File: src/hw/rtl/quad_channel_quadrature_decoder_assert.svh
// assertion macros shared by the quadrature decoder rtl
`ifndef QUAD_CHANNEL_QUADRATURE_DECODER_ASSERT_SVH
`define QUAD_CHANNEL_QUADRATURE_DECODER_ASSERT_SVH
`ifndef SYNTHESIS
// clocked check, masked while reset is asserted
`define QCQD_ASSERT(name, prop, msg) \
	name: assert property (@(posedge clk) disable iff (!arst_n) prop) \
		else $error(msg);
// clocked check that also holds through reset
`define QCQD_ASSERT_ALWAYS(name, prop, msg) \
	name: assert property (@(posedge clk) prop) \
		else $error(msg);
`else
`define QCQD_ASSERT(name, prop, msg)
`define QCQD_ASSERT_ALWAYS(name, prop, msg)
`endif
`endif

File: src/hw/rtl/qcqd_pkg.sv
// types, constants and helper functions of the quadrature decoder
`timescale 1ns / 1ps
package qcqd_pkg;

	// structural constants
	localparam int MAX_CHANNELS = 4;
	localparam int COUNT_WIDTH  = 32;
	localparam int NUM_OUT_CH   = 4;
	localparam int OUT_COUNT_W  = 32;
	localparam int PHASE_W      = 2;
	localparam int SAMPLE_W     = 8;
	localparam int OP_W         = 2;
	localparam int CHAN_W       = 2;
	localparam int PRESET_W     = 32;
	localparam int CODE_W       = 2 * PHASE_W;

	// configuration port
	localparam int CFG_INDEX_W = 1;
	localparam int CFG_DATA_W  = 3;
	localparam int CHCNT_W     = 3;
	localparam logic [CFG_INDEX_W-1:0] REG_CHANNEL_COUNT = 1'd0;
	localparam logic [CFG_INDEX_W-1:0] REG_COUNT_MODE    = 1'd1;
	localparam logic [CHCNT_W-1:0]     CHCNT_RESET       = 3'd4;

	// channel count clamp: at most four and at most the lanes built
	localparam int ACTIVE_LIMIT = (MAX_CHANNELS < 4) ? MAX_CHANNELS : 4;

	// operation codes
	typedef enum logic [OP_W-1:0] {
		OP_UPDATE  = 2'd0,
		OP_CAPTURE = 2'd1,
		OP_PRESET  = 2'd2,
		OP_NONE    = 2'd3
	} op_t;

	// transition codes, old phase in the high bits
	localparam logic [CODE_W-1:0] CODE_UP_A   = 4'b0001;
	localparam logic [CODE_W-1:0] CODE_UP_B   = 4'b0111;
	localparam logic [CODE_W-1:0] CODE_UP_C   = 4'b1110;
	localparam logic [CODE_W-1:0] CODE_UP_D   = 4'b1000;
	localparam logic [CODE_W-1:0] CODE_DN_A   = 4'b0010;
	localparam logic [CODE_W-1:0] CODE_DN_B   = 4'b0100;
	localparam logic [CODE_W-1:0] CODE_DN_C   = 4'b1101;
	localparam logic [CODE_W-1:0] CODE_DN_D   = 4'b1011;
	localparam logic [CODE_W-1:0] CODE_JMP_A  = 4'b0011;
	localparam logic [CODE_W-1:0] CODE_JMP_B  = 4'b0110;
	localparam logic [CODE_W-1:0] CODE_JMP_C  = 4'b1001;
	localparam logic [CODE_W-1:0] CODE_JMP_D  = 4'b1100;

	// per-lane control from the decoder
	typedef struct packed {
		logic take;
		logic update;
		logic capture;
		logic preset;
		logic single;
	} lane_ctrl_t;

	// one result item
	typedef struct packed {
		logic                                  changed;
		logic [NUM_OUT_CH-1:0][OUT_COUNT_W-1:0] count;
		logic [NUM_OUT_CH-1:0][PHASE_W-1:0]     phase;
	} result_t;

	// counter increment for one transition code
	function automatic logic [COUNT_WIDTH-1:0] step_amount(
		input logic [CODE_W-1:0] code,
		input logic              single
	);
		logic [COUNT_WIDTH-1:0] amt;
		amt = '0;
		case (code) inside
			CODE_UP_A, CODE_UP_B, CODE_UP_C, CODE_UP_D:
				amt = COUNT_WIDTH'(1);
			CODE_DN_A, CODE_DN_B, CODE_DN_C, CODE_DN_D:
				amt = single ? COUNT_WIDTH'(3) : '1;
			CODE_JMP_A, CODE_JMP_B, CODE_JMP_C, CODE_JMP_D:
				amt = single ? COUNT_WIDTH'(2) : '0;
			default:
				amt = '0;
		endcase
		return amt;
	endfunction

	// preset value sign-extended or cut to the counter width
	function automatic logic [COUNT_WIDTH-1:0] sext_preset(
		input logic signed [PRESET_W-1:0] val
	);
		return COUNT_WIDTH'(val);
	endfunction

endpackage

File: src/hw/rtl/qcqd_in_if.sv
// sample channel interface
`timescale 1ns / 1ps
interface qcqd_in_if;
	logic                                    valid;
	logic                                    ready;
	logic [qcqd_pkg::OP_W-1:0]               operation;
	logic [qcqd_pkg::SAMPLE_W-1:0]           pin_sample;
	logic [qcqd_pkg::CHAN_W-1:0]             channel;
	logic signed [qcqd_pkg::PRESET_W-1:0]    preset_value;

	modport source (output valid, operation, pin_sample, channel, preset_value, input ready);
	modport sink (input valid, operation, pin_sample, channel, preset_value, output ready);
endinterface

File: src/hw/rtl/qcqd_out_if.sv
// result channel interface
`timescale 1ns / 1ps
interface qcqd_out_if;
	logic                                    valid;
	logic                                    ready;
	logic                                    changed;
	logic signed [qcqd_pkg::OUT_COUNT_W-1:0] count_0;
	logic signed [qcqd_pkg::OUT_COUNT_W-1:0] count_1;
	logic signed [qcqd_pkg::OUT_COUNT_W-1:0] count_2;
	logic signed [qcqd_pkg::OUT_COUNT_W-1:0] count_3;
	logic [qcqd_pkg::PHASE_W-1:0]            phase_0;
	logic [qcqd_pkg::PHASE_W-1:0]            phase_1;
	logic [qcqd_pkg::PHASE_W-1:0]            phase_2;
	logic [qcqd_pkg::PHASE_W-1:0]            phase_3;

	modport source (output valid, changed, count_0, count_1, count_2, count_3,
		phase_0, phase_1, phase_2, phase_3, input ready);
	modport sink (input valid, changed, count_0, count_1, count_2, count_3,
		phase_0, phase_1, phase_2, phase_3, output ready);
endinterface

File: src/hw/rtl/qcqd_cfg_if.sv
// configuration write channel interface
`timescale 1ns / 1ps
interface qcqd_cfg_if;
	logic                               valid;
	logic                               ready;
	logic [qcqd_pkg::CFG_INDEX_W-1:0]   reg_index;
	logic [qcqd_pkg::CFG_DATA_W-1:0]    data;

	modport source (output valid, reg_index, data, input ready);
	modport sink (input valid, reg_index, data, output ready);
endinterface

File: src/hw/rtl/quad_channel_quadrature_decoder.sv
// Four-channel x4 quadrature decoder. Takes one item per clock on samp while
// samp.ready is high and returns one result per item on res, driven from the
// output register. Each channel has its own lane holding phase and 32-bit
// counter; every lane steps in the same cycle, so throughput is one item per
// clock as long as results are taken. An output register backed by one skid
// entry decouples the two sides: samp.ready drops only when two results wait
// untaken. Configuration writes complete at once (cfg.ready is always high)
// and must only be issued while the block is idle. No clearing pass follows
// reset; the block is ready as soon as reset is released.
`timescale 1ns / 1ps
module quad_channel_quadrature_decoder (
	input  logic       clk,
	input  logic       arst_n,
	qcqd_in_if.sink    samp,
	qcqd_out_if.source res,
	qcqd_cfg_if.sink   cfg
);

	logic [qcqd_pkg::CHCNT_W-1:0]  channel_count_q;
	logic                          count_mode_q;
	logic [qcqd_pkg::SAMPLE_W-1:0] last_sample_q;
	logic [qcqd_pkg::CHCNT_W-1:0]  active_n;
	logic                          take;
	logic                          in_ready;
	logic                          is_update;
	logic                          is_capture;
	logic                          is_preset;
	logic                          changed;
	logic [qcqd_pkg::COUNT_WIDTH-1:0] preset_val;
	logic [qcqd_pkg::MAX_CHANNELS-1:0][qcqd_pkg::COUNT_WIDTH-1:0] lane_count;
	logic [qcqd_pkg::MAX_CHANNELS-1:0][qcqd_pkg::PHASE_W-1:0]     lane_phase;

	// configuration registers
	assign cfg.ready = 1'b1;
	always_ff @(posedge clk or negedge arst_n) begin
		if (!arst_n) begin
			channel_count_q <= qcqd_pkg::CHCNT_RESET;
			count_mode_q    <= 1'b0;
		end else if (cfg.valid) begin
			unique case (cfg.reg_index)
				qcqd_pkg::REG_CHANNEL_COUNT: begin
					channel_count_q <= qcqd_pkg::CHCNT_W'(cfg.data);
				end
				qcqd_pkg::REG_COUNT_MODE: begin
					count_mode_q <= cfg.data[0];
				end
				default: begin
				end
			endcase
		end
	end

	// active channel clamp
	assign active_n = (channel_count_q > qcqd_pkg::CHCNT_W'(qcqd_pkg::ACTIVE_LIMIT))
		? qcqd_pkg::CHCNT_W'(qcqd_pkg::ACTIVE_LIMIT) : channel_count_q;

	// operation decode
	always_comb begin
		is_update  = 1'b0;
		is_capture = 1'b0;
		is_preset  = 1'b0;
		unique case (qcqd_pkg::op_t'(samp.operation))
			qcqd_pkg::OP_UPDATE:  is_update  = 1'b1;
			qcqd_pkg::OP_CAPTURE: is_capture = 1'b1;
			qcqd_pkg::OP_PRESET:  is_preset  = 1'b1;
			default: begin
			end
		endcase
	end

	assign take       = samp.valid && in_ready;
	assign samp.ready = in_ready;
	assign changed    = is_update && (samp.pin_sample != last_sample_q);
	assign preset_val = qcqd_pkg::sext_preset(samp.preset_value);

	// last sample
	always_ff @(posedge clk or negedge arst_n) begin
		if (!arst_n) begin
			last_sample_q <= '0;
		end else if (take && (changed || is_capture)) begin
			last_sample_q <= samp.pin_sample;
		end
	end

	// channel lanes
	for (genvar i = 0; i < qcqd_pkg::MAX_CHANNELS; i++) begin : g_lane
		qcqd_pkg::lane_ctrl_t ctrl;
		logic                 active;

		assign active       = qcqd_pkg::CHCNT_W'(i) < active_n;
		assign ctrl.take    = take;
		assign ctrl.update  = changed && active;
		assign ctrl.capture = is_capture && active;
		assign ctrl.preset  = is_preset && (samp.channel == qcqd_pkg::CHAN_W'(i));
		assign ctrl.single  = count_mode_q;

		qcqd_lane u_lane (
			.clk        (clk),
			.arst_n     (arst_n),
			.ctrl       (ctrl),
			.new_phase  (samp.pin_sample[qcqd_pkg::PHASE_W*i +: qcqd_pkg::PHASE_W]),
			.preset_val (preset_val),
			.count_next (lane_count[i]),
			.phase_next (lane_phase[i])
		);
	end

	// result merge and output buffering
	qcqd_merge u_merge (
		.clk        (clk),
		.arst_n     (arst_n),
		.take       (take),
		.changed    (changed),
		.lane_count (lane_count),
		.lane_phase (lane_phase),
		.in_ready   (in_ready),
		.res        (res)
	);

endmodule

File: src/hw/rtl/qcqd_lane.sv
// one decoder lane: stored phase, position counter and step logic
`timescale 1ns / 1ps
`include "quad_channel_quadrature_decoder_assert.svh"
module qcqd_lane (
	input  logic                                 clk,
	input  logic                                 arst_n,
	input  qcqd_pkg::lane_ctrl_t                 ctrl,
	input  logic [qcqd_pkg::PHASE_W-1:0]         new_phase,
	input  logic [qcqd_pkg::COUNT_WIDTH-1:0]     preset_val,
	output logic [qcqd_pkg::COUNT_WIDTH-1:0]     count_next,
	output logic [qcqd_pkg::PHASE_W-1:0]         phase_next
);

	logic [qcqd_pkg::COUNT_WIDTH-1:0] count_q;
	logic [qcqd_pkg::PHASE_W-1:0]     phase_q;
	logic [qcqd_pkg::CODE_W-1:0]      code;
	logic [qcqd_pkg::COUNT_WIDTH-1:0] step;

	// transition code and increment
	assign code = {phase_q, new_phase};
	assign step = qcqd_pkg::step_amount(code, ctrl.single);

	// next lane state
	always_comb begin
		count_next = count_q;
		if (ctrl.preset) begin
			count_next = preset_val;
		end else if (ctrl.update) begin
			count_next = count_q + step;
		end
		phase_next = (ctrl.update || ctrl.capture) ? new_phase : phase_q;
	end

	// lane state
	always_ff @(posedge clk or negedge arst_n) begin
		if (!arst_n) begin
			count_q <= '0;
			phase_q <= '0;
		end else if (ctrl.take) begin
			count_q <= count_next;
			phase_q <= phase_next;
		end
	end

	`QCQD_ASSERT(a_lane_hold, !ctrl.take |=> $stable(count_q) && $stable(phase_q), "lane state moved without a transfer")
	`QCQD_ASSERT(a_capture_keeps_count, ctrl.take && ctrl.capture |=> $stable(count_q), "capture altered a counter")

endmodule

File: src/hw/rtl/qcqd_merge.sv
// merges lane results into the result item, output register plus skid entry
`timescale 1ns / 1ps
`include "quad_channel_quadrature_decoder_assert.svh"
module qcqd_merge (
	input  logic                                                    clk,
	input  logic                                                    arst_n,
	input  logic                                                    take,
	input  logic                                                    changed,
	input  logic [qcqd_pkg::MAX_CHANNELS-1:0][qcqd_pkg::COUNT_WIDTH-1:0] lane_count,
	input  logic [qcqd_pkg::MAX_CHANNELS-1:0][qcqd_pkg::PHASE_W-1:0]     lane_phase,
	output logic                                                    in_ready,
	qcqd_out_if.source                                              res
);

	qcqd_pkg::result_t next_res;
	qcqd_pkg::result_t out_q;
	qcqd_pkg::result_t skid_q;
	logic              out_valid_q;
	logic              skid_valid_q;
	logic              out_take;
	logic              out_free;

	// gather lanes, channels without a lane read zero
	assign next_res.changed = changed;
	for (genvar i = 0; i < qcqd_pkg::NUM_OUT_CH; i++) begin : g_gather
		if (i < qcqd_pkg::MAX_CHANNELS) begin : g_lane
			assign next_res.count[i] = qcqd_pkg::OUT_COUNT_W'(lane_count[i]);
			assign next_res.phase[i] = lane_phase[i];
		end else begin : g_none
			assign next_res.count[i] = '0;
			assign next_res.phase[i] = '0;
		end
	end

	// handshake
	assign out_take = out_valid_q && res.ready;
	assign out_free = out_take || !out_valid_q;
	assign in_ready = !skid_valid_q;

	// valid flags
	always_ff @(posedge clk or negedge arst_n) begin
		if (!arst_n) begin
			out_valid_q  <= 1'b0;
			skid_valid_q <= 1'b0;
		end else if (out_free) begin
			out_valid_q  <= skid_valid_q || take;
			skid_valid_q <= 1'b0;
		end else if (take) begin
			skid_valid_q <= 1'b1;
		end
	end

	// payload
	always_ff @(posedge clk) begin
		if (out_free) begin
			if (skid_valid_q) begin
				out_q <= skid_q;
			end else if (take) begin
				out_q <= next_res;
			end
		end else if (take) begin
			skid_q <= next_res;
		end
	end

	// drive result channel
	assign res.valid   = out_valid_q;
	assign res.changed = out_q.changed;
	assign res.count_0 = $signed(out_q.count[0]);
	assign res.count_1 = $signed(out_q.count[1]);
	assign res.count_2 = $signed(out_q.count[2]);
	assign res.count_3 = $signed(out_q.count[3]);
	assign res.phase_0 = out_q.phase[0];
	assign res.phase_1 = out_q.phase[1];
	assign res.phase_2 = out_q.phase[2];
	assign res.phase_3 = out_q.phase[3];

	`QCQD_ASSERT_ALWAYS(a_skid_behind_out, skid_valid_q |-> out_valid_q, "skid entry full with empty output register")
	`QCQD_ASSERT(a_stall_fills_skid, take && out_valid_q && !res.ready |=> skid_valid_q, "stalled transfer not parked in skid")
	`QCQD_ASSERT(a_skid_drains, out_take && skid_valid_q |=> out_valid_q && !skid_valid_q, "skid entry not moved to output")

endmodule

File: src/flat_wrapper.sv
// flat-port wrapper written by rule: the top's interface ports become plain ports
module quad_channel_quadrature_decoder_flat 
  (clk, arst_n, samp_valid, samp_operation, samp_pin_sample, samp_channel, samp_preset_value, samp_ready, res_valid, res_changed, res_count_0, res_count_1, res_count_2, res_count_3, res_phase_0, res_phase_1, res_phase_2, res_phase_3, res_ready, cfg_valid, cfg_reg_index, cfg_data, cfg_ready);
  qcqd_in_if samp_i ();
  qcqd_out_if res_i ();
  qcqd_cfg_if cfg_i ();
  input  logic clk;
  input  logic arst_n;
  input wire logic [$bits(samp_i.valid)-1:0] samp_valid;
  input wire logic [$bits(samp_i.operation)-1:0] samp_operation;
  input wire logic [$bits(samp_i.pin_sample)-1:0] samp_pin_sample;
  input wire logic [$bits(samp_i.channel)-1:0] samp_channel;
  input wire logic [$bits(samp_i.preset_value)-1:0] samp_preset_value;
  output wire logic [$bits(samp_i.ready)-1:0] samp_ready;
  output wire logic [$bits(res_i.valid)-1:0] res_valid;
  output wire logic [$bits(res_i.changed)-1:0] res_changed;
  output wire logic [$bits(res_i.count_0)-1:0] res_count_0;
  output wire logic [$bits(res_i.count_1)-1:0] res_count_1;
  output wire logic [$bits(res_i.count_2)-1:0] res_count_2;
  output wire logic [$bits(res_i.count_3)-1:0] res_count_3;
  output wire logic [$bits(res_i.phase_0)-1:0] res_phase_0;
  output wire logic [$bits(res_i.phase_1)-1:0] res_phase_1;
  output wire logic [$bits(res_i.phase_2)-1:0] res_phase_2;
  output wire logic [$bits(res_i.phase_3)-1:0] res_phase_3;
  input wire logic [$bits(res_i.ready)-1:0] res_ready;
  input wire logic [$bits(cfg_i.valid)-1:0] cfg_valid;
  input wire logic [$bits(cfg_i.reg_index)-1:0] cfg_reg_index;
  input wire logic [$bits(cfg_i.data)-1:0] cfg_data;
  output wire logic [$bits(cfg_i.ready)-1:0] cfg_ready;
  assign samp_i.valid = samp_valid;
  assign samp_i.operation = samp_operation;
  assign samp_i.pin_sample = samp_pin_sample;
  assign samp_i.channel = samp_channel;
  assign samp_i.preset_value = samp_preset_value;
  assign samp_ready = samp_i.ready;
  assign res_valid = res_i.valid;
  assign res_changed = res_i.changed;
  assign res_count_0 = res_i.count_0;
  assign res_count_1 = res_i.count_1;
  assign res_count_2 = res_i.count_2;
  assign res_count_3 = res_i.count_3;
  assign res_phase_0 = res_i.phase_0;
  assign res_phase_1 = res_i.phase_1;
  assign res_phase_2 = res_i.phase_2;
  assign res_phase_3 = res_i.phase_3;
  assign res_i.ready = res_ready;
  assign cfg_i.valid = cfg_valid;
  assign cfg_i.reg_index = cfg_reg_index;
  assign cfg_i.data = cfg_data;
  assign cfg_ready = cfg_i.ready;
  quad_channel_quadrature_decoder u_core (.clk(clk), .arst_n(arst_n), .samp(samp_i), .res(res_i), .cfg(cfg_i));
endmodule
File: config.mk
export PLATFORM = sky130hd
export DESIGN_NAME = quad_channel_quadrature_decoder_flat
export DESIGN_NICKNAME = d
export VERILOG_FILES = /design/src/hw/rtl/qcqd_pkg.sv /design/src/hw/rtl/qcqd_in_if.sv /design/src/hw/rtl/qcqd_out_if.sv /design/src/hw/rtl/qcqd_cfg_if.sv /design/src/hw/rtl/quad_channel_quadrature_decoder.sv /design/src/hw/rtl/qcqd_lane.sv /design/src/hw/rtl/qcqd_merge.sv /design/src/flat_wrapper.sv
export VERILOG_INCLUDE_DIRS = /design/src /design/src/hw/rtl
export SDC_FILE = /design/constraint.sdc
export NUM_CORES = 1
export LEC_CHECK = 0
export CAP_MARGIN = 5
export CORE_MARGIN = 10
export CORE_UTILIZATION = 55
export DETAILED_ROUTE_END_ITERATION = 7
export DONT_BUFFER_PORTS = 1
export PLACE_DENSITY = 0.73
export REMOVE_ABC_BUFFERS = 1
export SETUP_SLACK_MARGIN = 0.3
export SLEW_MARGIN = 15
export SYNTH_ARGS = -nofsm -noshare
export SYNTH_HDL_FRONTEND = slang
export SYNTH_HIERARCHICAL = 1
export SYNTH_SLANG_ARGS = --single-unit
export TNS_END_PERCENT = 5
File: constraint.sdc
create_clock -name clk -period 7.8 [get_ports clk]
set_input_delay 0 -clock clk [delete_from_list [all_inputs] [get_ports clk]]
set_output_delay 0 -clock clk [all_outputs]
set_load 0.005 [all_outputs]
; ---- After elaboration in Yosys (flattened, before gate mapping)
; Index checks and enable logic that the tools add are counted.
[word_totals]
in_bits = 53
output_inout_bits = 140
register_bits = 424
word_cells = 175
[classes]
n_addsub = 4
reduce_logical = 45
eq_ne = 54
muxes = 34
bitwise_logic = 2
magnitude_cmp = 5
[ops]
columns = op, count
row1 = two-way mux 32 bit, 20
row2 = two-way mux 137 bit, 2
row3 = adder 32 bit, 4
row4 = "== test 4 bit, second input constant", 24
row5 = "== test 4 x 3 -> 1 bit, second input constant", 12
row6 = OR reduction 4 bit, 12
row7 = "== test 4 x 2 -> 1 bit, second input constant", 8
row8 = "== test 4 x 1 -> 1 bit, second input constant", 4
row9 = logical AND 1 bit, 16
row10 = two-way mux 2 bit, 6
row11 = inequality test 8 bit, 1
row12 = AND reduction 2 bit, 4
row13 = logical OR 1 bit, 7
row14 = "== test 2 bit, second input constant", 3
row15 = "less-than comparator 1 x 3 -> 1 bit, first input constant", 2
row16 = "less-than comparator 2 x 3 -> 1 bit, first input constant", 2
row17 = two-way mux 1 bit, 5
row18 = "== test 2 x 1 -> 1 bit, second input constant", 2
row19 = logical NOT 2 bit, 2
row20 = nonzero test 2 bit, 2
row21 = "greater-than comparator 3 bit, second input constant", 1
row22 = two-way mux 3 bit, 1
row23 = logical NOT 1 bit, 2
row24 = NOT 1 bit, 2

; ---- Longest topological paths before layout
[depth]
depth_word = 10
mapped_depth = 15

; ---- Modules after synthesis
; The synthesis kept the hierarchy.
[modules_own_cells]
columns = mod, cells_each, area_per_inst_um2, instances, seq_area_each_um2
row1 = qcqd_merge, 436, 10005.8, 1, 8277.9
row2 = qcqd_lane (u_core.g_lane[2].u_lane ...), 547, 4126.5, 2, 850.8
row3 = qcqd_lane (u_core.g_lane[0].u_lane ...), 488, 3759.9, 2, 850.8
row4 = quad_channel_quadrature_decoder, 63, 683.2, 1, 301.5

; ---- Worst setup path after synthesis
; No wires, ideal clock.
[synth_timing]
kind = reg-to-reg
startpoint = register u_core.u_merge.skid_valid_q
endpoint = register u_core.u_merge.out_q, in the netlist u_core/u_merge/res.changed (enable)
path_stages_with_launch = 7
arrival_time_ps = 7873
period_less_slack_ps = 8552
path_buffers = 2
t_required_ps = 7122
slack_ps = -752
setup_ps = 678
path_cell_list = dfrtp_1 buf_4 buf_6 inv_1 and2_1 nor2_1 a21oi_1
[synth_lines]
columns = item, line
row1 = start: declaration, qcqd_merge.sv:19  ; logic skid_valid_q;
row2 = start signal: assignment, qcqd_merge.sv:44  ; skid_valid_q <= 1'b0;
row3 = start signal: assignment, qcqd_merge.sv:47  ; skid_valid_q <= 1'b0;
row4 = start signal: assignment, qcqd_merge.sv:49  ; skid_valid_q <= 1'b1;
row5 = end signal: assignment, qcqd_merge.sv:57  ; out_q <= skid_q;
row6 = end signal: assignment, qcqd_merge.sv:59  ; out_q <= next_res;
row7 = end: declaration, qcqd_merge.sv:16  ; qcqd_pkg::result_t out_q;

==> impl_metrics.csv <==
group,metric,value,unit
worst_setup_path,arrival,4.84,ns
place,dp_worst_setup_slack,3.41,ns
timing,setup-violations-final,0,
clock_tree,clockRootBuffer,"clkbuf_16",
finish,final_common_cell,"edfxtp_1",
synthesis,synth_edf_count,274,
synthesis,yosysTopAreaCellShare,31.1,%
drt,wl_per_cell,27.3,um
clock_tree,clk_latency,0.60,ns
synthesis,postSynthCellCount,2569,
finish,fin_area,28500,um^2
synthesis,synth_ff_type,"edfxtp_1",
floorplan,fp.dieW,239,um
grt,grt_start_max_net_pins,151,
timing,clock_skew,0.0293,ns
timing,rsz0062_at_grt,"false",
floorplan,fp.coreArea,47600,um^2
run_status,status,"completed",
drt,dr.max_layer_used,"met4",
finish,nets,2554,
timing,fin_crit,4.51,ns
worst_setup_path,start_kind,"flip-flop",
floorplan,start_util,55.5,%
grt,antenna_found_initial,5,
floorplan,die_area,57300,um^2
grt,grt_usage,29.3,%
timing,max_freq,222,MHz
timing,max_slew_margin,27.7,%
finish,final_cell_mix,"edfxtp_1, mux2_2, nand2_1",
place,dpl.hpwl,56800,um
drt,wl_met2,39600,um
run,maxCapViolCount,0,
worst_hold_path,holdCritPathClass,"in2reg",
drt,dr_total_vias,21200,
power,irDropWorstVdd,0.207,mV
synthesis,ys_async_sr_fraction,35.4,%
drt,viasPerCell,6.74,
worst_setup_path,cp-end-kind,"flip-flop",
clock_tree,cts_tree,"yes",
timing,hold_viol_final,0,
floorplan,ios,193,
timing,fin_ws,3.29,ns
clock_tree,clkSlewWorstSetupHoldPaths,0.06,ns
synthesis,synth.avg_cell_area,10.3,um^2
synthesis,ys_seq_elements,424,
worst_setup_path,worstSetupPathType,"reg2reg",
grt,grt_overflow,0,
grt,grt_pass1_vias,20200,
drt,drtIter0Drc,2300,
place,io_buffers,0,
timing,max_slew.worst_pin.slew,1.08,ns
clock_tree,htree_levels,2,
place,placed_area,26300,um^2
clock_tree,cts_made_buffers,44,
drt,ant_nets,0,
clock_tree,clock-sinks,424,
synthesis,synth_area_leaders,"edfxtp_1, dfrtp_1, mux2_2, nand2_1, xnor2_1",
synthesis,synth.distinct_cells,103,
place,dp_cells,2992,
drt,detail_route.wirelength,86000,um
timing,finalCritPeriodShare,57.9,%
finish,drive_above_1_share,18.0,%
grt,grt_pass1_wl,129000,um
synthesis,post-synth-top-area-cell,"edfxtp_1",
worst_setup_path,r2r_slack,3.29,ns
drt,wirelength_met1,36000,um
worst_setup_path,cp.required,8.13,ns
power,leakage,9.76,nW
drt,wl_met3,6650,um
floorplan,rows,80,
timing,finalMaxSlewViolations,0,
finish,area_delta_synth_final,7.83,%
drt,drt-pass1-iter-count,6,
place,gp_routability_congestion,0.977,
drt,drcViolationCount,0,
synthesis,syn_area,26500,um^2
synthesis,yosys_warnings,6,
clock_tree,cts.path.max_buffers,3,
synthesis,yosysSeqAreaShare,45.3,%
floorplan,die_y,239,um
worst_setup_path,critPathMaxFanout,18,
power,p_per_area,304,nW/um^2
finish,fin_cells,3146,
[per-stage QoR]
stage / utilization [%] / setup TNS (ns) / hold WS, ns / power, mW
2_1_floorplan: - / -891.99 / -0.296 / 5.48
3_3_place_gp: 55.3 / 0 / -0.289 / 6.24
3_5_place_dp: 55.3 / 0 / -0.289 / 6.31
4_1_cts: 59.9 / 0 / 0.00214 / 8.65
5_1_grt: 59.9 / 0 / 0.0217 / 9.08
6_report: 59.9 / 0 / 0.0263 / 8.66
[critical path: stages (launching register included)]
cell and delay [ns]:
dfrtp_1 0.34, buf_4 0.30, inv_1 0.22, a32oi_1 0.20, o21ai_0 0.11, a21oi_1 0.24, ha_1 0.23, a21oi_1 0.12
a2111oi_1 0.73, o2bb2ai_2 0.33, a2111oi_2 0.42, mux2i_1 0.37, xor2_1 0.17, o21ai_0 0.13, mux2_2 0.31
[cell type report]
type,count,area [um^2]
timing repair buffer,91,866
inverter,41,154
fill,3946,19100
tap,615,769
clock buffer,54,1150
antenna,7,17.5
multi-input combinational,1887,13300
clock inverter,27,342
sequential,424,12000
[logic make-up after synthesis]
| logic type | synth area share, % |
|---|---|
| mux | 14.3 |
| simple gates | 17.4 |
| other cells | 0.0142 |
| buf+inv | 4.96 |
| xor+xnor | 4.35 |
| flops | 45.3 |
| compound gates | 13.0 |
| fa+ha+maj | 0.681 |
[path summary, 6_finish.rpt]
kind | cells after the start | from | to
setup reg to reg | 14 | u_core/count_mode_q | u_core/u_merge/res.count_2[27]
setup / recovery | 14 | u_core/count_mode_q | u_core/u_merge/res.count_2[27]
hold / removal | 4 | samp_operation[0] | u_core/g_lane[2].u_lane/count_q[31]
max in group asynchronous | 2 | arst_n | u_core/u_merge/skid_valid_q
min in group asynchronous | 2 | arst_n | u_core/g_lane[3].u_lane/count_q[23]
hold reg to reg | 1 | u_core/u_merge/skid_q[74] | u_core/u_merge/res.count_2[2]
[registers in the layout, indices dropped and copies added, names as in the netlist, 2 cells and up]
| signal | count |
|---|---|
| u_core/channel_count_q | 3 |
| u_core/g_lane.u_lane/count_q | 128 |
| u_core/g_lane.u_lane/phase_q | 8 |
| u_core/last_sample_q | 8 |
| u_core/u_merge/res.count_0 | 32 |
| u_core/u_merge/res.count_1 | 32 |
| u_core/u_merge/res.count_2 | 32 |
| u_core/u_merge/res.count_3 | 32 |
| u_core/u_merge/res.phase_0 | 2 |
| u_core/u_merge/res.phase_1 | 2 |
| u_core/u_merge/res.phase_2 | 2 |
| u_core/u_merge/res.phase_3 | 2 |
| u_core/u_merge/skid_q | 137 |
[cell usage after synthesis (15+ instances only)]
| cell type | number |
|---|---|
| a21oi_1 | 96 |
| a22oi_1 | 18 |
| a2bb2oi_1 | 36 |
| a31oi_1 | 26 |
| and3_1 | 31 |
| buf_2 | 16 |
| buf_4 | 15 |
| buf_6 | 23 |
| clkbuf_1 | 139 |
| dfrtp_1 | 149 |
| edfxtp_1 | 274 |
| inv_1 | 33 |
| mux2_2 | 265 |
| mux2i_1 | 70 |
| nand2_1 | 255 |
| nand3_1 | 86 |
| nand4_1 | 46 |
| nor2_1 | 144 |
| nor2b_1 | 15 |
| nor3_1 | 104 |
| nor4_1 | 64 |
| o21ai_0 | 100 |
| o21ai_1 | 24 |
| o22ai_1 | 38 |
| o31ai_1 | 22 |
| or2_2 | 22 |
| or3_1 | 30 |
| or4_1 | 16 |
| xnor2_1 | 102 |
| xor2_1 | 22 |
[power by group]
part           internal (mW)  total [mW]  switching, mW
Clock                   1.29        2.21          0.923
Sequential              3.02        3.76          0.738
Combinational           1.15        2.69           1.55
Total                   5.45        8.66           3.21
[repair_timing]
action / CTS / global route
buffers inserted: 0 / 0
hold buffers: 66 / 0
endpoints found under the hold margin: 569 / 0
setup endpoints to repair: 0 / 0
gates resized for setup: 0 / 0
[routing by layer]
metal	GRT usage (%)	vias to the layer above
met2	45.9	940
met1	39.4	10600
li1	-	9531
met5	0	-
met4	12.2	0
met3	5.48	162
(Power assumes the default switching activity.)
